[src/rtl/ncc_pkg.sv]
`default_nettype none

package ncc_pkg;

    localparam int MAX_PATTERN_W = 32;
    localparam int MAX_PATTERN_H = 32;
    localparam int MAX_TARGET_W  = 1024;
    localparam int TGT_H_LIMIT   = 1024;

    localparam int PIX_W   = 8;
    localparam int PDEPTH  = MAX_PATTERN_W * MAX_PATTERN_H;
    localparam int PADDR_W = $clog2(PDEPTH);
    localparam int PI_W    = $clog2(MAX_PATTERN_W);
    localparam int PJ_W    = $clog2(MAX_PATTERN_H);
    localparam int TROW_W  = $clog2(MAX_PATTERN_H);
    localparam int TCOL_W  = $clog2(MAX_TARGET_W);
    localparam int TADDR_W = TROW_W + TCOL_W;
    localparam int ROW_W   = $clog2(TGT_H_LIMIT);

    localparam int PCFG_W  = 6;
    localparam int TCFG_W  = 11;
    localparam int N_W     = 11;
    localparam int SUM_W   = 18;
    localparam int SQ_W    = 26;
    localparam int PRD_W   = 44;
    localparam int WIDE_W  = 128;
    localparam int MB_W    = 64;
    localparam int Q_W     = 16;
    localparam int POS_W   = 10;
    localparam int APB_AW  = 4;
    localparam int APB_DW  = 32;

    localparam logic [1:0] REG_PW = 2'd0;
    localparam logic [1:0] REG_PH = 2'd1;
    localparam logic [1:0] REG_TW = 2'd2;
    localparam logic [1:0] REG_TH = 2'd3;

    localparam logic [1:0] MSEL_C = 2'd0;
    localparam logic [1:0] MSEL_V = 2'd1;
    localparam logic [1:0] MSEL_D = 2'd2;

    typedef struct packed {
        logic             func;
        logic [PIX_W-1:0] pixel;
    } t_in_word;

    typedef struct packed {
        logic signed [Q_W-1:0] correlation;
        logic [POS_W-1:0]      res_x;
        logic [POS_W-1:0]      res_y;
        logic                  flat;
        logic                  last_result;
    } t_out_word;

    typedef struct packed {
        logic       prod_run;
        logic       diff;
        logic       mul_start;
        logic [1:0] mul_sel;
        logic       cap_rhs;
        logic       cap_w;
        logic       dsq;
        logic       cmp;
        logic       load_out;
    } t_cmd;

    typedef struct packed {
        logic emit;
        logic mac_done;
        logic prod_done;
        logic mul_done;
        logic flat;
        logic srch_go;
        logic out_free;
    } t_sts;

endpackage

`default_nettype wire

[src/rtl/ncc_ctrl.sv]
`default_nettype none

module ncc_ctrl (
    input  wire logic          i_clk,
    input  wire logic          i_rst_n,
    input  wire logic          i_accept,
    input  wire logic          i_target,
    input  wire ncc_pkg::t_sts i_sts,
    output ncc_pkg::t_cmd      o_cmd,
    output logic               o_busy
);
    import ncc_pkg::*;

    localparam logic [3:0] S_IDLE = 4'd0;
    localparam logic [3:0] S_MAC  = 4'd1;
    localparam logic [3:0] S_PROD = 4'd2;
    localparam logic [3:0] S_DIFF = 4'd3;
    localparam logic [3:0] S_MULC = 4'd4;
    localparam logic [3:0] S_WC   = 4'd5;
    localparam logic [3:0] S_MULV = 4'd6;
    localparam logic [3:0] S_WV   = 4'd7;
    localparam logic [3:0] S_LOOP = 4'd8;
    localparam logic [3:0] S_DSQ  = 4'd9;
    localparam logic [3:0] S_MULD = 4'd10;
    localparam logic [3:0] S_WD   = 4'd11;
    localparam logic [3:0] S_FIN  = 4'd12;

    logic [3:0] r_state;
    logic [3:0] n_state;

    assign o_busy = (r_state != S_IDLE);

    always_comb begin
        n_state = r_state;
        o_cmd   = '0;
        o_cmd.mul_sel = MSEL_C;
        unique case (r_state)
            S_IDLE: begin
                if (i_accept && i_target && i_sts.emit) begin
                    n_state = S_MAC;
                end
            end
            S_MAC: begin
                if (i_sts.mac_done) begin
                    n_state = S_PROD;
                end
            end
            S_PROD: begin
                o_cmd.prod_run = 1'b1;
                if (i_sts.prod_done) begin
                    n_state = S_DIFF;
                end
            end
            S_DIFF: begin
                o_cmd.diff = 1'b1;
                n_state    = S_MULC;
            end
            S_MULC: begin
                if (i_sts.flat) begin
                    n_state = S_FIN;
                end else begin
                    o_cmd.mul_start = 1'b1;
                    o_cmd.mul_sel   = MSEL_C;
                    n_state         = S_WC;
                end
            end
            S_WC: begin
                if (i_sts.mul_done) begin
                    o_cmd.cap_rhs = 1'b1;
                    n_state       = S_MULV;
                end
            end
            S_MULV: begin
                o_cmd.mul_start = 1'b1;
                o_cmd.mul_sel   = MSEL_V;
                n_state         = S_WV;
            end
            S_WV: begin
                if (i_sts.mul_done) begin
                    o_cmd.cap_w = 1'b1;
                    n_state     = S_LOOP;
                end
            end
            S_LOOP: begin
                n_state = i_sts.srch_go ? S_DSQ : S_FIN;
            end
            S_DSQ: begin
                o_cmd.dsq = 1'b1;
                n_state   = S_MULD;
            end
            S_MULD: begin
                o_cmd.mul_start = 1'b1;
                o_cmd.mul_sel   = MSEL_D;
                n_state         = S_WD;
            end
            S_WD: begin
                if (i_sts.mul_done) begin
                    o_cmd.cmp = 1'b1;
                    n_state   = S_LOOP;
                end
            end
            S_FIN: begin
                if (i_sts.out_free) begin
                    o_cmd.load_out = 1'b1;
                    n_state        = S_IDLE;
                end
            end
            default: begin
                n_state = S_IDLE;
            end
        endcase
    end

    always_ff @(posedge i_clk) begin
        if (!i_rst_n) begin
            r_state <= S_IDLE;
        end else begin
            r_state <= n_state;
        end
    end

endmodule

`default_nettype wire

[config.mk]
export PLATFORM = sky130hd
export DESIGN_NAME = ncc_ctrl
export DESIGN_NICKNAME = d
export VERILOG_FILES = /design/src/rtl/ncc_pkg.sv /design/src/rtl/ncc_ctrl.sv
export SDC_FILE = /design/constraint.sdc
export NUM_CORES = 1
export LEC_CHECK = 0
export BUFFER_PORTS_ARGS = -buffer_cell sky130_fd_sc_hd__buf_2
export CORE_AREA = 8 8 45 47
export CTS_BUF_LIST = sky130_fd_sc_hd__clkbuf_4 sky130_fd_sc_hd__clkbuf_8
export CTS_CLUSTER_DIAMETER = 60
export CTS_CLUSTER_SIZE = 14
export DETAILED_ROUTE_END_ITERATION = 10
export DIE_AREA = 0 0 53 55
export GPL_ROUTABILITY_DRIVEN = 0
export PLACE_DENSITY_LB_ADDON = 0.08
export SYNTH_ARGS = -nofsm -noshare
export SYNTH_HDL_FRONTEND = slang
export SYNTH_SLANG_ARGS = --single-unit
[constraint.sdc]
create_clock -name i_clk -period 3.35 [get_ports i_clk]
set_input_delay 0.335 -clock i_clk [delete_from_list [all_inputs] [get_ports i_clk]]
set_output_delay 0.335 -clock i_clk [all_outputs]
set_load 0.03 [all_outputs]
**Word level (Yosys, flattened, before mapping)**

Index checks and enable logic that the tools add are counted.

- Register bits: 4
- Output and inout bits: 11
- Logic and storage cells: 45
- Input port bits: 11

- Reduce and logical (&&, ||, !) cells: 6
- Muxes and demuxes: 20
- Equal/unequal tests: 18

Operator list:

| operator | number |
|---|---|
| case mux 4 bit (12 select lines) | 1 |
| 2-to-1 mux 4 bit | 7 |
| == test 4 bit (second input constant) | 5 |
| == test 4 x 3 -> 1 bit (second input constant) | 4 |
| inequality test 2 bit (second input constant) | 5 |
| 2-to-1 mux 1 bit | 9 |
| case mux 3 bit (3 select lines) | 1 |
| == test 4 x 2 -> 1 bit (second input constant) | 2 |
| 2-to-1 mux 3 bit | 2 |
| AND reduction 6 bit | 1 |
| == test 4 x 1 -> 1 bit (second input constant) | 1 |
| logical NOT 4 bit | 1 |
| nonzero test 4 bit | 1 |
| logical AND 1 bit | 2 |
| inequality test 2 x 1 -> 1 bit (second input constant) | 1 |
| OR reduction 2 bit | 1 |

**Longest topological paths before layout**

Gate-level depths: netlist of the first run.

- Word-level depth: 4
- Mapped depth: 5
- Mapped depth without buffers: 4

**Worst setup path after synthesis of the first run**

No wires, ideal clock.

- Path type: flip-flop to output port
- Start: register r_state[0]
- End: output o_cmd[4] in the netlist's numbering
- Arrival time: 1606 ps
- Path buffers: 1
- Cell stages (with the launch flop): 4
- Slack: 1409 ps
- Required time: 3015 ps
- Path through: dfxtp_1 > buf_6 > inv_1 > nor4b_1

RTL lines:

| what | line | source |
|---|---|---|
| from (decl) | ncc_ctrl.sv:28 | `logic [3:0] r_state;` |
| from (signal assigned) | ncc_ctrl.sv:118 | `r_state <= n_state;` |
| to (decl) | ncc_ctrl.sv:9 | `output ncc_pkg::t_cmd o_cmd,` |

==> results of run 1 <==
[path summary, 6_finish.rpt]
path | startpoint | endpoint | slack [ns] | cells past startpoint
setup reg to reg | r_state[2] | r_state[2] | 1.67 | 4
hold reg to reg | r_state[0] | r_state[0] | 0.60 | 2
setup / recovery | r_state[2] | o_cmd[4] | 1.41 | 3
hold / removal | i_rst_n | r_state[2] | 0.41 | 2
[critical path: cells and delay by family, from the launching register on]
family | cells | cell delay (ns)
buffers and inverters | 1 | 0.25
DFF | 1 | 0.60
and+or+nand+nor | 2 | 0.52
[final cells by class]
type	count	area (sq um)
Tap cell	16	20.0
Fill cell	159	815
Multi-Input combinational cell	52	338
Sequential cell	4	80.1
Clock buffer	3	22.5
Inverter	1	3.75
Timing Repair Buffer	21	105
[per-layer routing]
metal,track usage [%],share of wire [%],vias to the layer above
met5,0,0,-
met4,6.47,0,0
met3,4.01,11,0
met2,14.3,45,14
met1,10.2,44,242
li1,-,-,269
[Yosys cell counts, drive strengths merged, types with 2 or more instances]
cell type / count
nand2: 8
or4: 2
dfxtp: 4
nor2: 8
nand2b: 2
o21ai: 2
nor3b: 3
buf: 4
nand3: 3
nor3: 3
nand4: 2
[report_power, final]
part           internal [mW]  switching, mW
clock                 0.0400         0.0187
combinational          0.117          0.147
sequential            0.0648         0.0546
total                  0.221          0.220
[cell families after synthesis]
| logic type | Yosys count | synth area share [%] |
|---|---|---|
| mux | 1 | 2.22 |
| xor+xnor | 1 | 1.94 |
| simple gates | 36 | 42.8 |
| compound gates | 14 | 28.1 |
| flops | 4 | 17.8 |
| buf+inv | 6 | 7.22 |
[through the flow]
step	cells	cell area (sq um)	setup WS (ns)
floorplan	62	450	1.41
global placement	94	547	1.68
detailed placement	94	547	1.67
CTS	97	569	1.41
global route	97	569	1.27
finish	97	569	1.41
==> flow_metrics.py, run 1 <==
metrics = {
    "status": {
        "status": "complete, no violations",
    },
    "timing": {
        "rsz0062_at_grt": "false",
        "setup_viol": 0,
        "timing.fmax_mhz": 517,
        "skew_ns": 0.000829,
        "min_period_over_period_pct": 57.8,
        "worstMarginPinSlew_ns": 0.489,
        "relSlewSlack_pct": 67.4,
        "hold_viol": 0,
        "fin_worst_hold_slack_ns": 0.409,
        "slew_viol_final": 0,
        "setup_tns_ns": 0,
        "fin_crit_ns": 1.94,
    },
    "floorplanning": {
        "die-height_um": 55,
        "die_w_um": 53,
        "coreArea_sq_mm": 0.00138,
        "start_util_pct": 32.5,
        "pin_count": 22,
        "die_area_sq_mm": 0.00292,
        "num_rows": 14,
    },
    "power": {
        "fin_total_pwr_mw": 0.441,
        "ir_drop_uv": 273,
        "powerDensity_mw_per_mm2": 775,
        "p_leak_nw": 0.270,
    },
    "final_layout": {
        "fin_nets": 94,
        "drive_gt1_share_pct": 37.0,
        "antenna_cells": 0,
        "syn_to_final_growth_pct": 26.4,
        "final_cell_mix": "buf_2 (21), nand2_1 (8), nor2_1 (8)",
        "layout_commonest_cell": "buf_2",
        "final_util_pct": 41.1,
        "regMostFlops": "r_state",
        "reg_top3": "r_state (4)",
        "largest_reg_flops": 4,
    },
    "clocking": {
        "insertion_delay_ns": 0.23,
        "post_cts_buffers": 0,
        "clockBufferDepth": 2,
        "cts_htree_levels": 1,
        "cts_hold_buf": 0,
        "clk_pin_slew_worst_paths_ns": 0.04,
        "cts_buffers": 3,
        "cts_tree": "done",
        "cts_num_sinks": 4,
        "cts-resized-gates": 0,
        "clockRootBuffer": "clkbuf_4",
    },
    "grt": {
        "overflow": 0,
        "grt_pass1_vias": 463,
        "grt_max_degree": 17,
        "track_usage_pct": 9.29,
        "grt_pass1_wl_um": 2050,
        "antenna_found_initial": 0,
    },
    "logic_synthesis": {
        "syn_area_per_cell_sq_um": 7.27,
        "ys.flop_type": "dfxtp_1",
        "netlist.area_leader.share_pct": 17.8,
        "yosys_warnings": 0,
        "yosys.cell_types.count": 35,
        "ys_async_sr_fraction_pct": 0,
        "synth_edf_count": 0,
        "yosysSeqAreaShare_pct": 17.8,
        "netlist_area_sq_um": 450,
        "ys_seq_elements": 4,
        "synth_top_area_cell": "dfxtp_1",
        "synthTopCellsByArea": "dfxtp_1 (18%), nand2_1 (6.7%), nor2_1 (6.7%)",
        "synth_nets": 73,
        "synth_cells": 62,
    },
    "route": {
        "wl_per_cell_um": 12.8,
        "drc": 0,
        "viasPerCell": 5.41,
        "ant_nets": 0,
        "vias": 525,
        "totalWireLength_um": 1240,
        "first_pass_iters": 4,
        "first_iter_violations": 16,
    },
    "place": {
        "hpwlAfterDp_um": 934,
        "numPortBuffers": 21,
    },
    "critical_path": {
        "critPathArrivalTime_ns": 1.60,
        "crit_type": "reg -> out",
        "worstSetupStartpointType": "register",
        "cp_slowest_cell": "dfxtp_1",
        "worstPathRequired_ns": 3.01,
        "max_stage_delay_ns": 0.60,
        "crit_chain": "nand2b_1, nor4b_1, buf_2",
        "endpoint_kind": "output port",
        "crit_fanout": 15,
    },
    "flow_run": {
        "drv_cap": 0,
    },
    "min_path": {
        "hold_path_class": "in -> reg",
    },
}
Note: power is estimated with default switching activity, not from simulation.
==> run 2: changes to the inputs <==
- clock period: 3.35 -> 1.7 ns (I/O delays scaled with it)
==> run 2 against run 1 <==
Routed wire length rose by 14%; core utilization rose by 4.0 points; critical path depth rose by 1; die area did not move; total power rose by 120%; count of clock-buffer cells in the layout did not move; critical endpoint is now r_state[2].
==> flow_metrics.py, run 2 (synthesized netlist as in run 1, its figures left out) <==
metrics = {
    "status": {
        "status": "complete, no violations",
    },
    "critical_path": {
        "critPathArrivalTime_ns": 1.72,
        "crit_type": "reg -> reg",
        "worstPathRequired_ns": 1.82,
        "r2r-end": "r_state[2]",
        "crit_chain": "or4_4, o32a_4, a31o_1, o211a_1",
        "endpoint_kind": "register",
        "r2r_setup_slack_ns": 0.1,
        "cp_slowest_cell": "or4_4",
        "rr_worst_depth": 4,
        "r2r_start": "r_state[3]",
        "worstSetupStartpointType": "register",
        "max_stage_delay_ns": 0.57,
        "crit_fanout": 9,
    },
    "grt": {
        "grt_pass1_vias": 554,
        "track_usage_pct": 10.2,
        "overflow": 0,
        "grt_pass1_wl_um": 2330,
        "grt_max_degree": 13,
        "antenna_found_initial": 0,
    },
    "power": {
        "powerDensity_mw_per_mm2": 1540,
        "p_leak_nw": 0.298,
        "ir_drop_uv": 663,
        "fin_total_pwr_mw": 0.961,
    },
    "place": {
        "place_inst": 99,
        "post-place-ws_ns": 0.0863,
        "numPortBuffers": 21,
        "hpwlAfterDp_um": 1090,
    },
    "clocking": {
        "cts_num_sinks": 4,
        "insertion_delay_ns": 0.23,
        "clockRootBuffer": "clkbuf_4",
        "cts_buffers": 3,
        "clk_pin_slew_worst_paths_ns": 0.04,
        "cts_htree_levels": 1,
        "cts_hold_buf": 0,
        "cts-resized-gates": 2,
        "clockBufferDepth": 2,
        "cts_tree": "done",
        "post_cts_buffers": 0,
    },
    "timing": {
        "fin_worst_hold_slack_ns": 0.243,
        "postLayoutSetupSlackWorst_ns": 0.0966,
        "timing.fmax_mhz": 624,
        "setup_tns_ns": 0,
        "setup_viol": 0,
        "slew_viol_final": 0,
        "fin_crit_ns": 1.60,
        "rsz0062_at_grt": "false",
        "min_period_over_period_pct": 94.3,
        "worstMarginPinSlew_ns": 0.320,
        "skew_ns": 0.00210,
        "hold_viol": 0,
        "relSlewSlack_pct": 78.5,
    },
    "final_layout": {
        "final-seq-area_sq_um": 83.8,
        "antenna_cells": 0,
        "final_cell_mix": "buf_2 (21), nand2_1 (8), nor2_1 (8)",
        "fillCellCount": 165,
        "fin_nets": 99,
        "reg_top3": "r_state (4)",
        "multi_input_area_sq_um": 352,
        "drive_gt1_share_pct": 46.5,
        "fin_cells": 102,
        "syn_to_final_growth_pct": 38.6,
        "layout_commonest_cell": "buf_2",
        "largest_reg_flops": 4,
        "regMostFlops": "r_state",
    },
    "route": {
        "drc": 0,
        "viasPerCell": 5.31,
        "ant_nets": 0,
        "totalWireLength_um": 1420,
        "first_pass_iters": 4,
        "first_iter_violations": 16,
        "wl_per_cell_um": 13.9,
        "vias": 542,
    },
    "min_path": {
        "hold_path_class": "in -> reg",
        "worstHoldStart": "i_rst_n",
        "holdPathStages": 2,
        "holdPathEnd": "r_state[2]",
    },
    "floorplanning": {
        "coreArea_sq_mm": 0.00138,
        "num_rows": 14,
        "die_w_um": 53,
        "start_util_pct": 32.5,
        "die-height_um": 55,
        "die_area_sq_mm": 0.00292,
        "pin_count": 22,
    },
    "flow_run": {
        "drv_cap": 0,
    },
}
## run 2: cell type report
type | instances | area share (%)
multi-input combinational | 52 | 56.3
clock buffer | 3 | 3.61
tap | 16 | 3.21
inverter | 1 | 0.601
timing repair buffer | 26 | 22.8
sequential | 4 | 13.4
## run 2: metal layers
metal  track usage, %  wire length [um]  up-vias
li1                 -                 -      276
met1             12.7               664      251
met2             16.6               630       15
met3             1.34               122        0
met4             5.17                 0        0
met5                0                 0        -
## run 2: worst max-delay path by stage
stage	slack [ns]	from	depth (start not counted)	to
floorplan	0.11	r_state[0]	5	r_state[2]
global placement	0.13	r_state[1]	4	r_state[2]
detailed placement	0.09	r_state[2]	4	r_state[2]
CTS	0.06	r_state[3]	5	o_cmd[7]
global route	0.006	r_state[0]	4	o_cmd[2]
finish	0.1	r_state[3]	4	r_state[2]
## run 2: worst max-delay path, delay by kind of cell (launching register included)
kind             cells  cell delay (ns)
AO/OA/AOI/OAI        3             0.54
flip-flops           1             0.38
AND/OR/NAND/NOR      1             0.57
## run 2: metrics by stage
stage	instance area (sq um)	utilization, %
final	624	45.1
after global routing	624	45.1
after CTS	616	44.5
after detailed placement	591	42.7
after global placement	591	42.7
after floorplan	457	-
## run 2: power by group
group,switching [mW],internal (mW)
Sequential,0.0912,0.134
Combinational,0.334,0.283
Clock,0.0382,0.0789
Total,0.464,0.497
==> run 3: changes to the inputs <==
- PLACE_DENSITY_LB_ADDON: 0.08 -> not set
==> run 3 against run 2 <==
Worst setup slack worse by 0.014 ns; cell count is 0.98% lower; first-iteration DRC count is 56% lower; core utilization is 1.3 points lower; critical path depth stayed put; design area is 2.8% lower; clock power is 3% lower; count of clock-buffer cells in the layout stayed put; sequential cell count stayed put; largest power group unchanged.
==> flow_metrics.py, run 3 (synthesized netlist as in run 1, its figures left out) <==
metrics = {
    "critical_path": {
        "cp_slowest_cell": "dfxtp_1",
        "endpoint_kind": "output port",
        "r2r_start": "r_state[0]",
        "max_stage_delay_ns": 0.52,
        "worstPathRequired_ns": 1.53,
        "cp_top_family": "buffers and inverters",
        "worstSetupStartpointType": "register",
        "r2r_setup_slack_ns": 0.13,
        "crit_type": "reg -> out",
        "crit_chain": "inv_1, buf_4, nor3_1, buf_2",
        "crit_fanout": 10,
        "critPathArrivalTime_ns": 1.45,
        "rr_worst_depth": 4,
        "r2r-end": "r_state[2]",
        "critPathBufInv": 3,
    },
    "timing": {
        "rsz0062_at_grt": "false",
        "min_period_over_period_pct": 95.1,
        "setup_tns_ns": 0,
        "postLayoutSetupSlackWorst_ns": 0.0827,
        "relSlewSlack_pct": 76.6,
        "setup_viol": 0,
        "slew_viol_final": 0,
        "worstMarginPinSlew_ns": 0.351,
        "skew_ns": 0.00329,
        "fin_crit_ns": 1.62,
        "fin_worst_hold_slack_ns": 0.245,
        "hold_viol": 0,
        "timing.fmax_mhz": 618,
    },
    "power": {
        "p_leak_nw": 0.292,
        "ir_drop_uv": 750,
        "powerDensity_mw_per_mm2": 1520,
    },
    "final_layout": {
        "layout_commonest_cell": "buf_2",
        "regMostFlops": "r_state",
        "final_util_pct": 43.9,
        "reg_top3": "r_state (4)",
        "syn_to_final_growth_pct": 34.7,
        "antenna_cells": 0,
        "drive_gt1_share_pct": 42.4,
        "fillCellCount": 150,
        "fin_nets": 98,
        "final_cell_mix": "buf_2 (21), nand2_1 (8), nor2_1 (8)",
        "largest_reg_flops": 4,
    },
    "floorplanning": {
        "start_util_pct": 32.5,
        "coreArea_sq_mm": 0.00138,
        "die_area_sq_mm": 0.00292,
        "pin_count": 22,
        "die-height_um": 55,
        "die_w_um": 53,
        "num_rows": 14,
    },
    "grt": {
        "track_usage_pct": 8.74,
        "antenna_found_initial": 0,
        "grt_pass1_wl_um": 2000,
        "overflow": 0,
        "grt_max_degree": 11,
        "grt_pass1_vias": 456,
    },
    "place": {
        "numPortBuffers": 21,
        "post-place-ws_ns": 0.138,
        "hpwlAfterDp_um": 1020,
    },
    "min_path": {
        "worstHoldStart": "i_rst_n",
        "hold_path_class": "in -> reg",
        "holdPathStages": 2,
        "holdPathEnd": "r_state[2]",
    },
    "route": {
        "ant_nets": 0,
        "vias": 517,
        "first_iter_violations": 7,
        "drc": 0,
        "wl_per_cell_um": 12.1,
        "viasPerCell": 5.12,
        "first_pass_iters": 4,
        "totalWireLength_um": 1230,
    },
    "clocking": {
        "cts_num_sinks": 4,
        "clk_pin_slew_worst_paths_ns": 0.04,
        "cts_htree_levels": 1,
        "cts_hold_buf": 0,
        "clockRootBuffer": "clkbuf_4",
        "insertion_delay_ns": 0.23,
        "cts_buffers": 3,
        "cts_tree": "done",
        "clockBufferDepth": 2,
    },
    "flow_run": {
        "drv_cap": 0,
    },
    "status": {
        "status": "complete, no violations",
    },
}
## run 3: per-layer routing
layer  GRT usage (%)  up-vias  share of wire [%]
met3            3.74        0                8.2
met4               0        0                  0
met2            16.0       11                 48
met1            9.71      229                 44
met5               0        -                  0
li1                -      277                  -
## run 3: area by class of cell
cell class / instances / area, sq um / share of cell area, %
Multi-Input combinational cell: 52 / 344 / 56.7
Timing Repair Buffer: 25 / 135 / 22.3
Sequential cell: 4 / 81.3 / 13.4
Clock buffer: 3 / 22.5 / 3.71
Tap cell: 16 / 20.0 / 3.30
Inverter: 1 / 3.75 / 0.619
## run 3: per-stage QoR
step / cells / instance area [sq um] / power (mW)
after CTS: 101 / 606 / 0.926
after floorplan: 62 / 457 / 0.665
after global routing: 101 / 607 / 0.989
final: 101 / 607 / 0.922
after global placement: 98 / 583 / 0.805
after detailed placement: 98 / 583 / 0.807
## run 3: worst max path at each step
stage / from / to / slack, ns / cells after the start
2_1_floorplan: r_state[0] / r_state[2] / 0.11 / 5
3_3_place_gp: r_state[0] / r_state[2] / 0.17 / 4
3_5_place_dp: r_state[0] / r_state[2] / 0.14 / 4
4_1_cts: r_state[0] / o_cmd[2] / 0.08 / 4
5_1_grt: r_state[0] / o_cmd[2] / 0.01 / 4
6_report: r_state[0] / o_cmd[2] / 0.08 / 4
## run 3: what timing repair did
item / in CTS / in global routing
setup buffers: 0 / 0
endpoints found under the hold margin: 0 / 0
endpoints found under the setup margin: 0 / 1
gates resized for setup: 0 / 1
## run 3: power breakdown
group / internal (mW) / switching (mW) / leakage (nW) / total [mW]
Combinational: 0.268 / 0.338 / 0.245 / 0.606
Clock: 0.0787 / 0.0345 / 0.0138 / 0.113
Sequential: 0.131 / 0.0724 / 0.0333 / 0.203
## run 3: worst reg2reg max path, delay by kind of cell, from the launching register on
kind               cells  cell delay [ns]
AOI/OAI and AO/OA      3             0.54
DFF                    1             0.40
and+or+nand+nor        1             0.53
